--- config.mk ---
export PLATFORM = sky130hd
export DESIGN_NAME = wtdp_ram
export DESIGN_NICKNAME = d
export VERILOG_FILES = /design/src/rtl/core/wtdp_ram.sv
export SDC_FILE = /design/constraint.sdc
export NUM_CORES = 1
export LEC_CHECK = 0
export BUFFER_PORTS_ARGS = -buffer_cell sky130_fd_sc_hd__clkbuf_2
export CORE_ASPECT_RATIO = 1.25
export CORE_UTILIZATION = 40
export DETAILED_ROUTE_END_ITERATION = 8
export GPL_TIMING_DRIVEN = 0
export SYNTH_ARGS = -nofsm -noshare
export SYNTH_HDL_FRONTEND = slang
export SYNTH_SLANG_ARGS = --single-unit
--- constraint.sdc ---
create_clock -name clk -period 2.5 [get_ports clk]
set_input_delay 0.5 -clock clk [delete_from_list [all_inputs] [get_ports clk]]
set_output_delay 0.5 -clock clk [all_outputs]
set_load 0.1 [all_outputs]
--- src/rtl/core/wtdp_ram.sv ---
`timescale 1ns / 1ps
module wtdp_ram #(
  parameter int WIDTH = 8,
  parameter int DEPTH = 64,
  parameter int AW    = (DEPTH > 1) ? $clog2(DEPTH) : 1
) (
  input  logic             clk,
  input  logic             we,
  input  logic [AW-1:0]    waddr,
  input  logic [WIDTH-1:0] wdata,
  input  logic [AW-1:0]    raddr,
  output logic [WIDTH-1:0] rdata
);
  logic [WIDTH-1:0] mem [DEPTH];

  always_ff @(posedge clk) begin
    if (we) begin
      mem[waddr] <= wdata;
    end
    rdata <= mem[raddr];
  end
endmodule
* Yosys cells after proc, flatten, opt, wreduce, memory -nomap -nowiden
Memories as Yosys holds them, arrays and structs flattened. A register that Yosys moved wholly into a read port is not among the register bits.
Cells that the tools add are included.
** Storage, ports and cells
- Bits in registers :: 0
- RAM bits :: 512
- Output and inout port bits :: 8
- Word-level logic and storage cells :: 3
- Memories kept :: 1
** Memories
- mem :: words 64, bits a word 8, rd ports 1, clocked after memory_dff 1, write ports 1, line 14 : logic [WIDTH-1:0] mem [DEPTH];
** Operators by class
- Muxes and demuxes :: 2
** Operators with widths (count)
- $mux 1 :: 2

* Longest topological paths before layout
- Word-level depth :: 2
- Gate-level depth with buffers :: 9
- Gate-level depth less buffers :: 5

* Worst setup path after synthesis
No wires, ideal clock.
- Path type :: input port to flip-flop
- Start :: input port raddr[1]
- End :: register rdata[3] (read register of mem)
- Setup time :: 0.128 ns
- Arrival :: 2.040 ns
- Data required time :: 2.372 ns
- Slack :: 0.332 ns
- Cell stages on the path :: 7
- Buffers on the path :: 3
- Cell sequence :: buf_4 buf_2 buf_2 mux4_2 mux4_2 o21ai_1 o41ai_1
** RTL lines
- start, declared :: line 11 : input logic [AW-1:0] raddr,
- end, declared :: line 12 : output logic [WIDTH-1:0] rdata

==> impl_metrics.json <==
{
  "seq_area_frac_synth_pct": 77.0,
  "min_from": "wdata[4]",
  "first_iter_violations": 937,
  "clk_pin_slew_ns": 0.06,
  "end_kind": "flip-flop",
  "yosys.cell_count.top_type": "edfxtp_1",
  "grt_pass1_wl_microns": 69900,
  "fmax_mhz": 416,
  "critPathLaunch": "raddr[1]",
  "syn_inst": 940,
  "grtUsageTotal_pct": 19.4,
  "worstMarginPinSlew_ns": 1.36,
  "drcViolationCount": 0,
  "synth_nets": 962,
  "final_core_util_pct": 46.0,
  "cp_max_fo": 10,
  "io_buffers": 21,
  "holdBufCountCts": 0,
  "async_flop_share_pct": 0,
  "tritoncts": "built",
  "worst_path_most_repeated_cell": "buf_4",
  "outcome": "complete, no violations",
  "finalNetCount": 1038,
  "arrival_ns": 2.82,
  "finalSetupViolCount": 0,
  "fillers": 4138,
  "cts.sink_count": 520,
  "initial_core_util_pct": 40.7,
  "clk_latency_ns": 0.58,
  "die_x_microns": 203,
  "fin_ws_ns": 0.0953,
  "syn_area_sq_um": 20200,
  "routedWlPerCell_microns": 28.5,
  "core_area_sq_um": 49500,
  "firstDrtPassIters": 5,
  "viasPerCell": 5.72,
  "drv_cap": 0,
  "worstReg2RegStart": "mem[20][6]",
  "crit_type": "primary input to flip-flop",
  "gp_congestion": 0.899,
  "area_growth_pct": 12.9,
  "synth-edff-count": 512,
  "num_rows": 91,
  "finalHoldViolations": 0,
  "grt_overflow": 0,
  "dpl.hpwl_microns": 30800,
  "antenna_found_initial": 1,
  "peakVddDrop_mv": 0.615,
  "grt_max_degree": 65,
  "synth_common_cells": "edfxtp_1 (512), mux4_2 (126), nor2_1 (83), mux2i_1 (23), nand2_1 (19)",
  "critPathMaxStageDelay_ns": 0.38,
  "htree_levels": 2,
  "yosys.area.top_type": "edfxtp_1",
  "synth_warnings": 0,
  "required_ns": 2.91,
  "fin_skew_ns": 0.0126,
  "die_h_microns": 253,
  "via_count": 9746,
  "slowest_stage": "mux4_2",
  "period_share_pct": 96.2,
  "pre_cts_slack_ns": -0.899,
  "dieArea_sq_um": 51300,
  "ctsResizeCount": 5,
  "routed_wl_microns": 48600,
  "cp-start-kind": "primary input",
  "hp-class": "primary input to flip-flop",
  "synth_area_leaders": "edfxtp_1 (76%), mux4_2 (14%), nor2_1 (1.5%)",
  "synth_top_area_share_pct": 76.2,
  "cts.root.buffer_cell": "clkbuf_16",
  "power.leakage_nw": 7.03,
  "cts_buffer_depth": 3,
  "ys.flop_type": "edfxtp_1",
  "period_needed_ns": 2.40,
  "drive_gt1_share_pct": 25.7,
  "timing.slew.headroom_pct": 9.34,
  "p_per_area_nw_per_um2": 789,
  "num_antenna_cells": 0,
  "path_cells": "buf_4, buf_4, buf_4, clkbuf_4, mux4_2, mux2i_1, a21oi_1, o21ai_1, o41ai_2",
  "slew_violations": 0,
  "cts_buffers": 49,
  "syn_avg_cell_area_sq_um": 21.5,
  "yosysUniqueCellTypes": 40,
  "ys_ff_latch": 520,
  "ant_nets": 0,
  "rsz0062_at_grt": "false",
  "ioPinCount": 30,
  "post-cts-setup-buffers": 0,
  "grt_pass1_vias": 10002
}
## state kept, by name, indices dropped and copies added (netlist names)
register / cells
mem: 512
rdata: 8
## cell usage in the layout, fill, tap and decap left out, types with 3 or more instances in the layout
cell and n:
edfxtp_1 512, mux4_2 126, nor2_1 82, clkbuf_16 51
clkbuf_1 32, mux2i_1 23, clkbuf_2 22, nand2_1 19
buf_4 14, nor2b_1 14, mux2_2 13, nand3_1 12
buf_2 9, o221ai_1 8, o22ai_1 8, dfxtp_1 8
nand2b_1 7, buf_12 7, clkinv_1 7, nor3_1 6
a221oi_1 6, clkbuf_8 5, clkinv_2 5, clkbuf_4 4
buf_6 4, a211oi_1 4, nand3b_1 3, a21oi_1 3
a22oi_1 3, o2111ai_1 3, o2bb2ai_1 3
## stage by stage
step | hold slack (ns) | cell area (sq um) | setup TNS [ns] | total power [mW] | instances
2_1_floorplan | 0.599 | 20200 | 0 | 10.5 | 940
3_3_place_gp | 0.890 | 21100 | -66.17 | 10.9 | 1612
3_5_place_dp | 0.898 | 21100 | -94.47 | 10.9 | 1612
4_1_cts | 0.369 | 22600 | 0 | 18.0 | 1700
5_1_grt | 0.331 | 22800 | 0 | 18.5 | 1705
6_report | 0.346 | 22800 | 0 | 18.0 | 1705
## area by class of cell
| type | count | area [sq um] | area share, % |
|---|---|---|---|
| Sequential cell | 520 | 15500 | 68.2 |
| Tap cell | 651 | 815 | 3.58 |
| Multi-Input combinational cell | 369 | 4350 | 19.1 |
| Clock buffer | 74 | 1410 | 6.20 |
| Buffer | 50 | 330 | 1.45 |
| Timing Repair Buffer | 26 | 205 | 0.901 |
| Clock inverter | 15 | 120 | 0.528 |
## kinds of logic after synthesis
| family | Yosys count | share of synthesized area (%) |
|---|---|---|
| simple gates | 153 | 3.39 |
| compound gates | 54 | 2.07 |
| buf+inv | 51 | 1.57 |
| flops | 520 | 77.0 |
| mux | 162 | 15.9 |
## metal layers
| layer | share of wire (%) | vias to the layer above | GRT usage (%) |
|---|---|---|---|
| met1 | 39 | 5160 | 24.2 |
| met4 | 4.1 | 0 | 8.34 |
| met3 | 7.2 | 104 | 4.45 |
| met5 | 0 | - | 0 |
| li1 | - | 4083 | - |
| met2 | 50 | 399 | 32.3 |
## path summary, 6_finish.rpt
kind | slack, ns | cells after the start | to
worst max-delay path | 0.1 | 9 | rdata[3]
worst min-delay path | 0.35 | 1 | mem[54][4]
worst max register to register | 0.27 | 5 | rdata[6]
worst min register to register | 0.91 | 4 | rdata[7]
## worst max-delay path: cells and delay by family
family,cells,cell delay (ns)
AO/OA/AOI/OAI,3,0.43
buffers and inverters,4,1.13
multiplexers,2,0.71
## power breakdown
group	switching [mW]	internal (mW)
Combinational	0.752	0.359
Sequential	0.0158	9.65
Clock	3.09	4.09
Power figures use the tool's default switching activity.
